==> config.mk <==
export PLATFORM = sky130hd
export DESIGN_NAME = roll_position_pid_soft_start_top_flat
export DESIGN_NICKNAME = d
export VERILOG_FILES = /design/src/hdl/rpps_pkg.sv /design/src/hdl/rpps_ifs.sv /design/src/hdl/rpps_ctrl.sv /design/src/hdl/rpps_dp.sv /design/src/hdl/roll_position_pid_soft_start_top.sv /design/src/flat_wrapper.sv
export SDC_FILE = /design/constraint.sdc
export NUM_CORES = 2
export LEC_CHECK = 0
export BUFFER_PORTS_ARGS = -buffer_cell sky130_fd_sc_hd__buf_2
export CAP_MARGIN = 20
export CORE_UTILIZATION = 35
export DETAILED_ROUTE_END_ITERATION = 7
export HOLD_SLACK_MARGIN = 0.1
export PLACE_DENSITY = 0.54
export SLEW_MARGIN = 25
export SYNTH_ARGS = -nofsm -noshare
export SYNTH_HDL_FRONTEND = slang
export SYNTH_HIERARCHICAL = 1
export SYNTH_SLANG_ARGS = --single-unit
==> constraint.sdc <==
create_clock -name clk -period 11.3 [get_ports clk]
set_clock_uncertainty 0.15 [all_clocks]
set_input_delay 1.13 -clock clk [delete_from_list [all_inputs] [get_ports clk]]
set_output_delay 1.13 -clock clk [all_outputs]
set_load 0.02 [all_outputs]
==> src/hdl/rpps_pkg.sv <==
package rpps_pkg;

	// Field widths
	localparam int ANG_W = 18;
	localparam int OUT_W = 15;
	localparam int GAIN_W = 16;
	localparam int TMR_W = 8;
	localparam int DIFF_W = 20;
	localparam int ERR_W = 17;
	localparam int DE_W = 18;
	localparam int SPD_W = 19;
	localparam int LIM_W = 16;

	// Shared multiplier: signed A times signed B. A covers a setpoint step times the
	// largest tick rate (1000), B covers the ramp reciprocal.
	localparam int MA_W = 29;
	localparam int MB_W = 32;
	localparam int PROD_W = 61;

	// Rounded term widths and the final sum
	localparam int DT_W = 27;
	localparam int KT_W = 38;
	localparam int SUM_W = 40;

	// Ramp division by a constant: x * ceil(2^RDIV_SH / RAMP_TICKS) >> RDIV_SH
	localparam int RDIV_SH = 30;
	localparam int RX_W = 22;
	localparam int RECIP_W = 31;
	localparam int Q_W = 14;

	localparam logic [4:0] RND_8 = 5'd8;
	localparam logic [4:0] RND_16 = 5'd16;

	// Default parameters
	localparam int TICK_RATE_DEF = 500;
	localparam int RAMP_TICKS_DEF = 100;

	// Angle constants in 1/256 degree
	localparam logic signed [DIFF_W-1:0] FULL_TURN = 20'sd92160;
	localparam logic signed [DIFF_W-1:0] HALF_TURN = 20'sd46080;
	localparam logic signed [DIFF_W-1:0] NEG_HALF_TURN = -20'sd46080;
	localparam logic signed [DIFF_W-1:0] FILTER_WRAP = 20'sd76800;
	localparam logic signed [DIFF_W-1:0] NEG_FILTER_WRAP = -20'sd76800;
	localparam logic signed [DIFF_W-1:0] FILTER_WIN = 20'sd2560;
	localparam logic signed [DIFF_W-1:0] NEG_FILTER_WIN = -20'sd2560;

	localparam logic signed [LIM_W-1:0] TRACK_LIMIT = 16'sd15360;
	localparam logic signed [LIM_W-1:0] POINT_LIMIT = 16'sd7680;
	localparam logic [GAIN_W-1:0] POINT_GAIN = 16'd1280;
	localparam int SOFT_THRESH = 655360;

	// Register map
	localparam int ADDR_W = 5;
	localparam logic [2:0] REG_MODE = 3'd0;
	localparam logic [2:0] REG_PROP = 3'd1;
	localparam logic [2:0] REG_INTEG = 3'd2;
	localparam logic [2:0] REG_DERIV = 3'd3;
	localparam logic [2:0] REG_FFWD = 3'd4;

	localparam logic MODE_TRACK = 1'b0;
	localparam logic MODE_POINT = 1'b1;

	typedef struct packed {
		logic mode;
		logic [GAIN_W-1:0] prop_gain;
		logic [GAIN_W-1:0] integral_gain;
		logic [GAIN_W-1:0] deriv_gain;
		logic [GAIN_W-1:0] feedfwd_gain;
	} cfg_t;

	typedef enum logic [3:0] {
		S_IDLE, S_TGT, S_ERR, S_P, S_I, S_CMP, S_D, S_KT, S_K, S_RS, S_RQ, S_FIN
	} state_t;

	typedef enum logic [3:0] {
		STEP_NONE, STEP_TGT, STEP_ERR, STEP_P, STEP_I, STEP_CMP, STEP_D, STEP_KT,
		STEP_K, STEP_RS, STEP_RQ
	} step_t;

	typedef struct packed {
		logic load;
		step_t step;
		logic commit;
	} cmd_t;

	typedef struct packed {
		logic out_free;
	} stat_t;

	// Rounds x / 2^n half away from zero.
	function automatic logic signed [PROD_W-1:0] rnd_shift(
		input logic signed [PROD_W-1:0] x, input logic [4:0] n);
		logic signed [PROD_W-1:0] m;
		logic signed [PROD_W-1:0] r;
		m = (x < 0) ? -x : x;
		r = (m + (PROD_W'(1) << (n - 5'd1))) >> n;
		return (x < 0) ? -r : r;
	endfunction

	function automatic logic signed [OUT_W-1:0] sat(
		input logic signed [PROD_W-1:0] x, input logic signed [LIM_W-1:0] lim);
		logic signed [PROD_W-1:0] hi;
		logic signed [PROD_W-1:0] lo;
		hi = PROD_W'(lim);
		lo = -hi;
		if (x > hi)
			return OUT_W'(hi);
		if (x < lo)
			return OUT_W'(lo);
		return OUT_W'(x);
	endfunction

	// Reduces an angle difference into (-180, +180] degrees. Inputs stay within
	// three turns, so three conditional corrections suffice.
	function automatic logic signed [ERR_W-1:0] wrap_turn(input logic signed [DIFF_W-1:0] x);
		logic signed [DIFF_W-1:0] r;
		r = x;
		for (int k = 0; k < 3; k++) begin
			if (r > HALF_TURN)
				r = r - FULL_TURN;
			else if (r <= NEG_HALF_TURN)
				r = r + FULL_TURN;
		end
		return ERR_W'(r);
	endfunction

endpackage

==> src/hdl/rpps_ifs.sv <==
interface rpps_in_if;
	logic valid;
	logic ready;
	logic signed [rpps_pkg::ANG_W-1:0] setpoint;
	logic signed [rpps_pkg::ANG_W-1:0] lookahead_target;
	logic signed [rpps_pkg::ANG_W-1:0] measured;

	modport source (output valid, setpoint, lookahead_target, measured, input ready);
	modport sink (input valid, setpoint, lookahead_target, measured, output ready);
endinterface

interface rpps_out_if;
	logic valid;
	logic ready;
	logic signed [rpps_pkg::OUT_W-1:0] drive;
	logic signed [rpps_pkg::OUT_W-1:0] p_term;
	logic signed [rpps_pkg::OUT_W-1:0] i_term;
	logic signed [rpps_pkg::ANG_W-1:0] target_used;

	modport source (output valid, drive, p_term, i_term, target_used, input ready);
	modport sink (input valid, drive, p_term, i_term, target_used, output ready);
endinterface

==> src/hdl/rpps_ctrl.sv <==
module rpps_ctrl (
	input  logic clk,
	input  logic arst_n,
	input  logic in_valid,
	output logic in_ready,
	input  rpps_pkg::stat_t stat,
	output rpps_pkg::cmd_t cmd
);

	rpps_pkg::state_t state_q;
	rpps_pkg::state_t state_d;

	always_ff @(posedge clk or negedge arst_n) begin
		if (!arst_n) begin
			state_q <= rpps_pkg::S_IDLE;
		end else begin
			state_q <= state_d;
		end
	end

	always_comb begin
		state_d = state_q;
		in_ready = 1'b0;
		cmd.load = 1'b0;
		cmd.step = rpps_pkg::STEP_NONE;
		cmd.commit = 1'b0;
		case (state_q)
			rpps_pkg::S_IDLE: begin
				in_ready = 1'b1;
				if (in_valid) begin
					cmd.load = 1'b1;
					state_d = rpps_pkg::S_TGT;
				end
			end
			rpps_pkg::S_TGT: begin
				cmd.step = rpps_pkg::STEP_TGT;
				state_d = rpps_pkg::S_ERR;
			end
			rpps_pkg::S_ERR: begin
				cmd.step = rpps_pkg::STEP_ERR;
				state_d = rpps_pkg::S_P;
			end
			rpps_pkg::S_P: begin
				cmd.step = rpps_pkg::STEP_P;
				state_d = rpps_pkg::S_I;
			end
			rpps_pkg::S_I: begin
				cmd.step = rpps_pkg::STEP_I;
				state_d = rpps_pkg::S_CMP;
			end
			rpps_pkg::S_CMP: begin
				cmd.step = rpps_pkg::STEP_CMP;
				state_d = rpps_pkg::S_D;
			end
			rpps_pkg::S_D: begin
				cmd.step = rpps_pkg::STEP_D;
				state_d = rpps_pkg::S_KT;
			end
			rpps_pkg::S_KT: begin
				cmd.step = rpps_pkg::STEP_KT;
				state_d = rpps_pkg::S_K;
			end
			rpps_pkg::S_K: begin
				cmd.step = rpps_pkg::STEP_K;
				state_d = rpps_pkg::S_RS;
			end
			rpps_pkg::S_RS: begin
				cmd.step = rpps_pkg::STEP_RS;
				state_d = rpps_pkg::S_RQ;
			end
			rpps_pkg::S_RQ: begin
				cmd.step = rpps_pkg::STEP_RQ;
				state_d = rpps_pkg::S_FIN;
			end
			rpps_pkg::S_FIN: begin
				// Hold here until the output register can take the result.
				if (stat.out_free) begin
					cmd.commit = 1'b1;
					state_d = rpps_pkg::S_IDLE;
				end
			end
			default: begin
				state_d = rpps_pkg::S_IDLE;
			end
		endcase
	end

	a_load_starts: assert property (@(posedge clk) disable iff (!arst_n)
		cmd.load |=> state_q == rpps_pkg::S_TGT)
		else $error("accepted item did not start the sequence");

	a_commit_free: assert property (@(posedge clk) disable iff (!arst_n)
		cmd.commit |-> (state_q == rpps_pkg::S_FIN) && stat.out_free)
		else $error("commit without a free output register");

	a_no_stall: assert property (@(posedge clk) disable iff (!arst_n)
		(state_q != rpps_pkg::S_IDLE && state_q != rpps_pkg::S_FIN)
		|=> state_q != $past(state_q))
		else $error("sequencer stalled inside an item");

endmodule

==> src/hdl/rpps_dp.sv <==
module rpps_dp #(
	parameter int TICK_RATE = rpps_pkg::TICK_RATE_DEF,
	parameter int RAMP_TICKS = rpps_pkg::RAMP_TICKS_DEF
) (
	input  logic clk,
	input  logic arst_n,
	input  rpps_pkg::cfg_t cfg,
	input  rpps_pkg::cmd_t cmd,
	output rpps_pkg::stat_t stat,
	input  logic signed [rpps_pkg::ANG_W-1:0] setpoint,
	input  logic signed [rpps_pkg::ANG_W-1:0] lookahead_target,
	input  logic signed [rpps_pkg::ANG_W-1:0] measured,
	output logic out_valid,
	input  logic out_ready,
	output logic signed [rpps_pkg::OUT_W-1:0] drive,
	output logic signed [rpps_pkg::OUT_W-1:0] p_term,
	output logic signed [rpps_pkg::OUT_W-1:0] i_term,
	output logic signed [rpps_pkg::ANG_W-1:0] target_used
);

	localparam int AW = rpps_pkg::ANG_W;
	localparam int OW = rpps_pkg::OUT_W;
	localparam int GW = rpps_pkg::GAIN_W;
	localparam int TW = rpps_pkg::TMR_W;
	localparam int DW = rpps_pkg::DIFF_W;
	localparam int EW = rpps_pkg::ERR_W;
	localparam int DEW = rpps_pkg::DE_W;
	localparam int SW = rpps_pkg::SPD_W;
	localparam int MA = rpps_pkg::MA_W;
	localparam int MB = rpps_pkg::MB_W;
	localparam int PW = rpps_pkg::PROD_W;
	localparam int DTW = rpps_pkg::DT_W;
	localparam int KTW = rpps_pkg::KT_W;
	localparam int SUMW = rpps_pkg::SUM_W;
	localparam int RXW = rpps_pkg::RX_W;
	localparam int RSH = rpps_pkg::RDIV_SH;
	localparam int QW = rpps_pkg::Q_W;
	localparam int RCW = rpps_pkg::RECIP_W;
	localparam logic [RCW-1:0] RECIP =
		RCW'(((64'd1 << rpps_pkg::RDIV_SH) + 64'(RAMP_TICKS) - 64'd1) / 64'(RAMP_TICKS));
	localparam logic [RXW-1:0] HALF_R = RXW'(RAMP_TICKS / 2);
	localparam logic [TW-1:0] RAMP_END = TW'(RAMP_TICKS);

	// Item registers
	logic signed [AW-1:0] sp_q, look_q, meas_q, target_q;
	logic signed [SW-1:0] spd_q;
	logic signed [EW-1:0] e_q;
	logic signed [DEW-1:0] de_q;
	logic signed [PW-1:0] prod_q;
	logic signed [OW-1:0] c_q, i_q;
	logic signed [DTW-1:0] dterm_q;
	logic signed [KTW-1:0] kterm_q;
	logic scale_q, ramp_act_q;

	// State kept across items
	logic signed [OW-1:0] acc_q;
	logic signed [AW-1:0] prev_meas_q, prev_sp_q;
	logic [TW-1:0] ramp_timer_q;

	// Output register
	logic out_valid_q;
	logic signed [OW-1:0] drive_q, p_q, i_out_q;
	logic signed [AW-1:0] tu_q;

	logic [GW-1:0] gain;
	logic signed [rpps_pkg::LIM_W-1:0] lim;
	logic signed [DW-1:0] fd, fd_w;
	logic signed [AW-1:0] tgt_c;
	logic signed [EW-1:0] e_c, e0_c, e_abs;
	logic signed [OW-1:0] c_abs;
	logic signed [MA-1:0] mul_a;
	logic signed [MB-1:0] mul_b;
	logic signed [PW-1:0] mul_p;
	logic mul_en;
	logic [QW-1:0] q_fin;
	logic signed [OW-1:0] q_s, p_fin, drive_fin;
	logic signed [SUMW-1:0] sum_fin;

	assign gain = (cfg.mode == rpps_pkg::MODE_POINT) ? rpps_pkg::POINT_GAIN : cfg.prop_gain;
	assign lim = (cfg.mode == rpps_pkg::MODE_POINT) ? rpps_pkg::POINT_LIMIT
		: rpps_pkg::TRACK_LIMIT;

	// Look-ahead plausibility filter; pointing mode always uses the setpoint.
	always_comb begin
		fd = DW'(look_q) - DW'(sp_q);
		fd_w = fd;
		if (fd > rpps_pkg::FILTER_WRAP)
			fd_w = fd - rpps_pkg::FULL_TURN;
		else if (fd < rpps_pkg::NEG_FILTER_WRAP)
			fd_w = fd + rpps_pkg::FULL_TURN;
		if (cfg.mode == rpps_pkg::MODE_POINT)
			tgt_c = sp_q;
		else if (fd_w > rpps_pkg::FILTER_WIN || fd_w < rpps_pkg::NEG_FILTER_WIN)
			tgt_c = sp_q;
		else
			tgt_c = look_q;
	end

	assign e_c = rpps_pkg::wrap_turn(DW'(target_q) - DW'(meas_q));
	assign e0_c = rpps_pkg::wrap_turn(DW'(target_q) - DW'(prev_meas_q));
	assign e_abs = (e_q < 0) ? -e_q : e_q;
	assign c_abs = (c_q < 0) ? -c_q : c_q;

	// One shared multiplier, its operands chosen by the current step.
	always_comb begin
		mul_a = '0;
		mul_b = '0;
		mul_en = 1'b0;
		case (cmd.step)
			rpps_pkg::STEP_P: begin
				mul_a = MA'(e_q);
				mul_b = $signed(MB'(gain));
				mul_en = 1'b1;
			end
			rpps_pkg::STEP_I: begin
				mul_a = MA'(e_q);
				mul_b = $signed(MB'(cfg.integral_gain));
				mul_en = 1'b1;
			end
			rpps_pkg::STEP_CMP: begin
				mul_a = MA'(e_abs);
				mul_b = $signed(MB'(gain));
				mul_en = 1'b1;
			end
			rpps_pkg::STEP_D: begin
				mul_a = MA'(de_q);
				mul_b = $signed(MB'(cfg.deriv_gain));
				mul_en = 1'b1;
			end
			rpps_pkg::STEP_KT: begin
				mul_a = MA'(spd_q);
				mul_b = MB'(TICK_RATE);
				mul_en = 1'b1;
			end
			rpps_pkg::STEP_K: begin
				mul_a = $signed(prod_q[MA-1:0]);
				mul_b = $signed(MB'(cfg.feedfwd_gain));
				mul_en = 1'b1;
			end
			rpps_pkg::STEP_RS: begin
				mul_a = MA'(c_abs);
				mul_b = $signed(MB'(ramp_timer_q));
				mul_en = 1'b1;
			end
			rpps_pkg::STEP_RQ: begin
				mul_a = $signed(MA'(prod_q[RXW-1:0] + HALF_R));
				mul_b = $signed(MB'(RECIP));
				mul_en = 1'b1;
			end
			default: begin
				mul_en = 1'b0;
			end
		endcase
	end

	assign mul_p = mul_a * mul_b;

	// Final assembly: the ramp quotient sits in the bits above RDIV_SH of the last product.
	always_comb begin
		q_fin = prod_q[RSH+QW-1:RSH];
		q_s = $signed(OW'(q_fin));
		if (scale_q)
			p_fin = (c_q < 0) ? -q_s : q_s;
		else
			p_fin = c_q;
		sum_fin = SUMW'(p_fin) + SUMW'(i_q) + SUMW'(dterm_q) + SUMW'(kterm_q);
		if (cfg.mode == rpps_pkg::MODE_POINT)
			drive_fin = p_fin;
		else
			drive_fin = rpps_pkg::sat(PW'(sum_fin), rpps_pkg::TRACK_LIMIT);
	end

	assign stat.out_free = !out_valid_q || out_ready;

	always_ff @(posedge clk) begin
		if (cmd.load) begin
			sp_q <= setpoint;
			look_q <= lookahead_target;
			meas_q <= measured;
		end
		if (mul_en)
			prod_q <= mul_p;
		case (cmd.step)
			rpps_pkg::STEP_TGT: begin
				target_q <= tgt_c;
				spd_q <= SW'(sp_q) - SW'(prev_sp_q);
				ramp_act_q <= ramp_timer_q < RAMP_END;
			end
			rpps_pkg::STEP_ERR: begin
				e_q <= e_c;
				de_q <= DEW'(e_c) - DEW'(e0_c);
			end
			rpps_pkg::STEP_I: begin
				c_q <= rpps_pkg::sat(rpps_pkg::rnd_shift(prod_q, rpps_pkg::RND_8), lim);
			end
			rpps_pkg::STEP_CMP: begin
				i_q <= rpps_pkg::sat(PW'(acc_q) + rpps_pkg::rnd_shift(prod_q, rpps_pkg::RND_16),
					rpps_pkg::TRACK_LIMIT);
			end
			rpps_pkg::STEP_D: begin
				scale_q <= ramp_act_q && (prod_q > PW'(rpps_pkg::SOFT_THRESH));
			end
			rpps_pkg::STEP_KT: begin
				dterm_q <= DTW'(rpps_pkg::rnd_shift(prod_q, rpps_pkg::RND_8));
			end
			rpps_pkg::STEP_RS: begin
				kterm_q <= KTW'(rpps_pkg::rnd_shift(prod_q, rpps_pkg::RND_8));
			end
			default: begin
			end
		endcase
		if (cmd.commit) begin
			drive_q <= drive_fin;
			p_q <= p_fin;
			i_out_q <= (cfg.mode == rpps_pkg::MODE_POINT) ? '0 : i_q;
			tu_q <= target_q;
		end
	end

	always_ff @(posedge clk or negedge arst_n) begin
		if (!arst_n) begin
			acc_q <= '0;
			prev_meas_q <= '0;
			prev_sp_q <= '0;
			ramp_timer_q <= '0;
			out_valid_q <= 1'b0;
		end else begin
			if (cmd.step == rpps_pkg::STEP_TGT) begin
				if (ramp_timer_q < RAMP_END)
					ramp_timer_q <= ramp_timer_q + TW'(1);
				if (cfg.mode == rpps_pkg::MODE_TRACK)
					prev_sp_q <= sp_q;
			end
			// The previous measurement is still needed for the error step.
			if (cmd.step == rpps_pkg::STEP_ERR)
				prev_meas_q <= meas_q;
			if (cmd.commit)
				acc_q <= (cfg.mode == rpps_pkg::MODE_POINT) ? '0 : i_q;
			if (cmd.commit)
				out_valid_q <= 1'b1;
			else if (out_ready)
				out_valid_q <= 1'b0;
		end
	end

	assign out_valid = out_valid_q;
	assign drive = drive_q;
	assign p_term = p_q;
	assign i_term = i_out_q;
	assign target_used = tu_q;

	a_commit_shows: assert property (@(posedge clk) disable iff (!arst_n)
		cmd.commit |=> out_valid_q)
		else $error("committed result not presented");

	a_ramp_bound: assert property (@(posedge clk) disable iff (!arst_n)
		ramp_timer_q <= RAMP_END)
		else $error("ramp timer ran past its end");

	a_acc_bound: assert property (@(posedge clk) disable iff (!arst_n)
		(PW'(acc_q) <= PW'(rpps_pkg::TRACK_LIMIT)) && (PW'(acc_q) >= -PW'(rpps_pkg::TRACK_LIMIT)))
		else $error("integral accumulator outside its clamp");

endmodule

==> src/hdl/roll_position_pid_soft_start_top.sv <==
// Roll position controller with soft start.
// Items arrive on in_ch (setpoint, lookahead_target, measured, 1/256 degree) and
// leave on out_ch (drive, p_term, i_term, target_used), one result per item, both
// with a valid/ready handshake. Gains and mode are written over the APB port,
// registers at byte addresses 0 (mode), 4, 8, 12 and 16; pready is always high.
// An item is worked through a sequencer that drives one shared multiplier for
// eight products in a row. After acceptance it steps through TGT, ERR, P, I, CMP,
// D, KT, K, RS, RQ and FIN, which commits the result to the output register; a new
// item is taken only back in IDLE, as the multiplier steps are the bound on throughput.
// The output register is separate from the sequencer, so the next item is
// accepted while a result is still waiting. If the receiver stalls, the finished
// item waits in its last step until the output register is free, and no further
// item is accepted meanwhile.
// Reset clears the gains, the mode, the integral, the previous samples and the
// soft-start timer; the first result after reset comes with the ramp at its start.
module roll_position_pid_soft_start_top #(
	parameter int TICK_RATE = rpps_pkg::TICK_RATE_DEF,
	parameter int RAMP_TICKS = rpps_pkg::RAMP_TICKS_DEF
) (
	input  logic clk,
	input  logic arst_n,
	input  logic psel,
	input  logic penable,
	input  logic pwrite,
	input  logic [rpps_pkg::ADDR_W-1:0] paddr,
	input  logic [31:0] pwdata,
	output logic [31:0] prdata,
	output logic pready,
	rpps_in_if.sink in_ch,
	rpps_out_if.source out_ch
);

	localparam int GW = rpps_pkg::GAIN_W;

	rpps_pkg::cfg_t cfg_q;
	rpps_pkg::cmd_t cmd;
	rpps_pkg::stat_t stat;
	logic [2:0] reg_idx;
	logic wr_en;

	assign reg_idx = paddr[rpps_pkg::ADDR_W-1:2];
	assign wr_en = psel && penable && pwrite;
	assign pready = 1'b1;

	always_ff @(posedge clk or negedge arst_n) begin
		if (!arst_n) begin
			cfg_q <= '0;
		end else if (wr_en) begin
			case (reg_idx)
				rpps_pkg::REG_MODE: cfg_q.mode <= pwdata[0];
				rpps_pkg::REG_PROP: cfg_q.prop_gain <= pwdata[GW-1:0];
				rpps_pkg::REG_INTEG: cfg_q.integral_gain <= pwdata[GW-1:0];
				rpps_pkg::REG_DERIV: cfg_q.deriv_gain <= pwdata[GW-1:0];
				rpps_pkg::REG_FFWD: cfg_q.feedfwd_gain <= pwdata[GW-1:0];
				default: begin
				end
			endcase
		end
	end

	always_comb begin
		case (reg_idx)
			rpps_pkg::REG_MODE: prdata = 32'(cfg_q.mode);
			rpps_pkg::REG_PROP: prdata = 32'(cfg_q.prop_gain);
			rpps_pkg::REG_INTEG: prdata = 32'(cfg_q.integral_gain);
			rpps_pkg::REG_DERIV: prdata = 32'(cfg_q.deriv_gain);
			rpps_pkg::REG_FFWD: prdata = 32'(cfg_q.feedfwd_gain);
			default: prdata = '0;
		endcase
	end

	rpps_ctrl u_ctrl (
		.clk(clk),
		.arst_n(arst_n),
		.in_valid(in_ch.valid),
		.in_ready(in_ch.ready),
		.stat(stat),
		.cmd(cmd)
	);

	rpps_dp #(
		.TICK_RATE(TICK_RATE),
		.RAMP_TICKS(RAMP_TICKS)
	) u_dp (
		.clk(clk),
		.arst_n(arst_n),
		.cfg(cfg_q),
		.cmd(cmd),
		.stat(stat),
		.setpoint(in_ch.setpoint),
		.lookahead_target(in_ch.lookahead_target),
		.measured(in_ch.measured),
		.out_valid(out_ch.valid),
		.out_ready(out_ch.ready),
		.drive(out_ch.drive),
		.p_term(out_ch.p_term),
		.i_term(out_ch.i_term),
		.target_used(out_ch.target_used)
	);

endmodule

==> src/flat_wrapper.sv <==
// flat-port wrapper written by rule: the top's interface ports become plain ports
module roll_position_pid_soft_start_top_flat 
#(
	parameter int TICK_RATE = rpps_pkg::TICK_RATE_DEF,
	parameter int RAMP_TICKS = rpps_pkg::RAMP_TICKS_DEF
)
  (clk, arst_n, psel, penable, pwrite, paddr, pwdata, prdata, pready, in_ch_valid, in_ch_setpoint, in_ch_lookahead_target, in_ch_measured, in_ch_ready, out_ch_valid, out_ch_drive, out_ch_p_term, out_ch_i_term, out_ch_target_used, out_ch_ready);
  rpps_in_if in_ch_i ();
  rpps_out_if out_ch_i ();
  input  logic clk;
  input  logic arst_n;
  input  logic psel;
  input  logic penable;
  input  logic pwrite;
  input  logic [rpps_pkg::ADDR_W-1:0] paddr;
  input  logic [31:0] pwdata;
  output logic [31:0] prdata;
  output logic pready;
  input wire logic [$bits(in_ch_i.valid)-1:0] in_ch_valid;
  input wire logic [$bits(in_ch_i.setpoint)-1:0] in_ch_setpoint;
  input wire logic [$bits(in_ch_i.lookahead_target)-1:0] in_ch_lookahead_target;
  input wire logic [$bits(in_ch_i.measured)-1:0] in_ch_measured;
  output wire logic [$bits(in_ch_i.ready)-1:0] in_ch_ready;
  output wire logic [$bits(out_ch_i.valid)-1:0] out_ch_valid;
  output wire logic [$bits(out_ch_i.drive)-1:0] out_ch_drive;
  output wire logic [$bits(out_ch_i.p_term)-1:0] out_ch_p_term;
  output wire logic [$bits(out_ch_i.i_term)-1:0] out_ch_i_term;
  output wire logic [$bits(out_ch_i.target_used)-1:0] out_ch_target_used;
  input wire logic [$bits(out_ch_i.ready)-1:0] out_ch_ready;
  assign in_ch_i.valid = in_ch_valid;
  assign in_ch_i.setpoint = in_ch_setpoint;
  assign in_ch_i.lookahead_target = in_ch_lookahead_target;
  assign in_ch_i.measured = in_ch_measured;
  assign in_ch_ready = in_ch_i.ready;
  assign out_ch_valid = out_ch_i.valid;
  assign out_ch_drive = out_ch_i.drive;
  assign out_ch_p_term = out_ch_i.p_term;
  assign out_ch_i_term = out_ch_i.i_term;
  assign out_ch_target_used = out_ch_i.target_used;
  assign out_ch_i.ready = out_ch_ready;
  roll_position_pid_soft_start_top #(.TICK_RATE(TICK_RATE), .RAMP_TICKS(RAMP_TICKS)) u_core (.clk(clk), .arst_n(arst_n), .psel(psel), .penable(penable), .pwrite(pwrite), .paddr(paddr), .pwdata(pwdata), .prdata(prdata), .pready(pready), .in_ch(in_ch_i), .out_ch(out_ch_i));
endmodule
==> results.tsv <==
stage	metric	value	unit
synth	synth-main-ff-cell	edfxtp_1	
clocking	insertion_delay	680	ps
setup_path	slowest_stage	dfrtp_1	
grt	grtUsageTotal	21.15	%
route	met2_length	91.30	mm
grt	grt-ovfl-total	0	
place	dp_hpwl	156.6	mm
cells_and_area	fillers	17784	
setup_path	cp.arrival	11040	ps
floorplan	die_x	423.7	um
setup_path	r2r_cells	34	
place	portBuffers	160	
clocking	cts_tree	built	
sta	setup_viol	0	
route	drt_iter0_drc	3904	
synth	yosys_warnings	6	
clocking	cts.hold.buffers_added	0	
synth	syn_avg_cell_area	9.071	um^2
sta	slew_viol_final	0	
synth	synth_xor_area_share	6.178	%
synth	syn-cell-area	0.06223	mm^2
synth	ys_seq_area_share	21.59	%
job	drv_cap	0	
setup_path	worst-setup-path-type	flip-flop to flip-flop	
synth	netlist_top_cells_area	fa_1 (21%), edfxtp_1 (16%), ha_1 (8.4%)	
synth	synthAdderAreaFrac	29.71	%
floorplan	core_area	0.1763	mm^2
route	ant_nets	0	
min_path	hold_path_class	flip-flop to flip-flop	
synth	synth_compound_area_share	15.44	%
route	top_layer_used	met4	
sta	max_slew_margin	26.73	%
route	vias_per_cell	5.402	
clocking	root_buffer	clkbuf_16	
clocking	cts.sinks	469	
setup_path	cp_slowest_stage_delay	560	ps
setup_path	worst_setup_path_end_kind	flip-flop	
sta	worst_slew_pin_slew	1098	ps
clocking	clk_pin_slew_worst_paths	60	ps
route	wl_met3	8.959	mm
clocking	clk_path_buf_depth	3	
synth	ys_seq_elements	469	
sta	fin_crit	10760	ps
sta	fin_crit_sh	95.23	%
route	drc	10	
place	dpl_cell_area	0.06642	mm^2
route	wl_per_cell	20.43	um
place	placedCellCount	9294	
synth	synth_top_area_share	21.33	%
clocking	cts_buffers	55	
synth	ys_types	112	
grt	grt_pass1_vias	50718	
route	routed_wl	192.1	mm
grt	grt_pass1_wl	298.9	mm
synth	synth_edf_count	340	
sta	hold_viol_final	0	
cells_and_area	layout-drive-gt1-share	9.406	%
cells_and_area	final_net_count	8192	
setup_path	worstPathRequired	11580	ps
floorplan	rows	154	
floorplan	ios	196	
grt	antenna_found_initial	5	
outcome	status	finished, violations left	
cells_and_area	fin_cells	9402	
clocking	cts.htree.levels	2	
synth	synthArstFlopShare	27.51	%
floorplan	dieArea	0.1795	mm^2
sta	fmax	92.93	MHz
cells_and_area	syn_to_final_growth	9.883	%
outcome	violations	DRC	
floorplan	initial_utilization	35.30	%
synth	yosys.area.top_type	fa_1	
min_path	holdPathStages	0	
place	place.gp.congestion	0.9424	
grt	grt_max_degree	80	
route	num_vias	50787	
synth	synth.area.mux_share	2.875	%
route	met1Wirelength	84.74	mm
cells_and_area	final_area	0.06839	mm^2
floorplan	die_y	423.7	um
route	firstDrtPassIters	8	
synth	syn_inst	6861	
setup_path	critPathLaunchType	flip-flop	
synth	yosys.area_share.simple	16.37	%
synth	synth_top_family_by_area	adder cells	
setup_path	crit_top_cell	fa_1	
setup_path	path_max_fanout	14	
## state kept, by name, summed over array words and instances (netlist names), 17 cells and up
name                     count
u_core/cfg_q                65
u_core/u_dp/de_q            18
u_core/u_dp/dterm_q         27
u_core/u_dp/e_q             17
u_core/u_dp/kterm_q         38
u_core/u_dp/look_q          18
u_core/u_dp/meas_q          18
u_core/u_dp/prev_meas_q     18
u_core/u_dp/prev_sp_q       18
u_core/u_dp/prod_q          54
u_core/u_dp/sp_q            18
u_core/u_dp/spd_q           19
u_core/u_dp/target_q        18
u_core/u_dp/target_used     18
## layout make-up
class                   instances  area (um^2)  area share [%]
multi-input cells            5182        44270           64.73
flip-flops and latches        469        13440           19.66
inverters                     957         3592           5.253
well taps                    2340         2928           4.281
repair buffers                349         2283           3.339
clock buffers                  65         1464           2.141
clock inverters                37        400.4          0.5855
diodes                          3        7.507         0.01098
## cells in the mapped netlist (all sizes together) (90+ instances only)
cell type  count
a21o         121
a21oi        290
and2          90
clkbuf       237
dfrtp        129
edfxtp       340
fa           663
ha           417
inv          954
mux2         108
nand2        721
nand3        129
nor2         405
nor3         137
o21ai        295
xnor2        287
xor2         152
## logic make-up (layout without fill, tap and decap cells)
logic type               count (synthesis)  count (layout)
other                                    4              47
AO/OA/AOI/OAI                         1401            1401
buffers and inverters                 1250            1408
adder cells (fa/ha/maj)               1080            1080
AND/OR/NAND/NOR                       2064            2064
multiplexers                           154             154
flip-flops                             469             469
XOR/XNOR                               439             439
## critical path, delay by kind of cell, from the launching register on
family | cells | cell delay [ps]
compound gates | 14 | 3900
xor+xnor | 1 | 80
fa+ha+maj | 8 | 3810
buf+inv | 6 | 1050
flops | 1 | 560
simple gates | 5 | 930
## worst paths after layout
| check | from | endpoint | slack (ps) |
|---|---|---|---|
| max | u_core/u_ctrl/state_q[2]$_DFFE_PN0P_ | u_core/u_dp/prod_q[50]$_DFFE_PP_ | 540 |
| min in group asynchronous | arst_n | u_core/u_dp/prev_meas_q[11]$_DFFE_PN0N_ | 270 |
| max in group asynchronous | arst_n | u_core/cfg_q[40]$_DFFE_PN0P_ | 9380 |
| max reg2reg | u_core/u_ctrl/state_q[2]$_DFFE_PN0P_ | u_core/u_dp/prod_q[50]$_DFFE_PP_ | 540 |
| min reg2reg | u_core/u_dp/ramp_timer_q[7]$_DFFE_PN0P_ | u_core/u_dp/ramp_timer_q[7]$_DFFE_PN0P_ | 260 |
| min | u_core/u_dp/ramp_timer_q[7]$_DFFE_PN0P_ | u_core/u_dp/ramp_timer_q[7]$_DFFE_PN0P_ | 260 |
## placed cells by master (no fill, tap or decap), types with 125 or more instances in the layout
cell type	netlist	routed
xor2_1	152	152
a21oi_1	290	289
inv_1	954	952
fa_1	663	662
buf_4	24	183
nor3_1	134	129
nor2_1	401	398
ha_1	417	416
o21ai_0	287	286
dfrtp_1	129	126
nand3_1	128	125
xnor2_1	287	285
nand2_1	721	719
edfxtp_1	340	340
buf_2	10	159
## what timing repair did
item	in CTS	in global routing
endpoints found under the setup margin	0	21
resized for setup	0	18
setup buffers	0	3
## layer usage
metal	global-route usage, %	vias to the layer above
met4	7.383	0
met3	2.025	247
met2	35.40	1342
met5	0	-
li1	-	23873
met1	28.41	25325
## stage by stage
stage | hold WS [ps] | setup TNS, ps | setup WS, ps | utilization, %
floorplan | 276.4 | 0 | 526.7 | -
global placement | 244.9 | 0 | 220.8 | 37.66
detailed placement | 246.4 | 0 | 135.5 | 37.67
CTS | 259.0 | 0 | 107.6 | 38.73
global route | 278.8 | -0.3002 | -0.3002 | 38.79
finish | 257.7 | 0 | 539.5 | 38.79
Power is left out: the tool's default activity adds up to more than one toggle a clock period on the data nets, which glitch-free logic cannot reach.
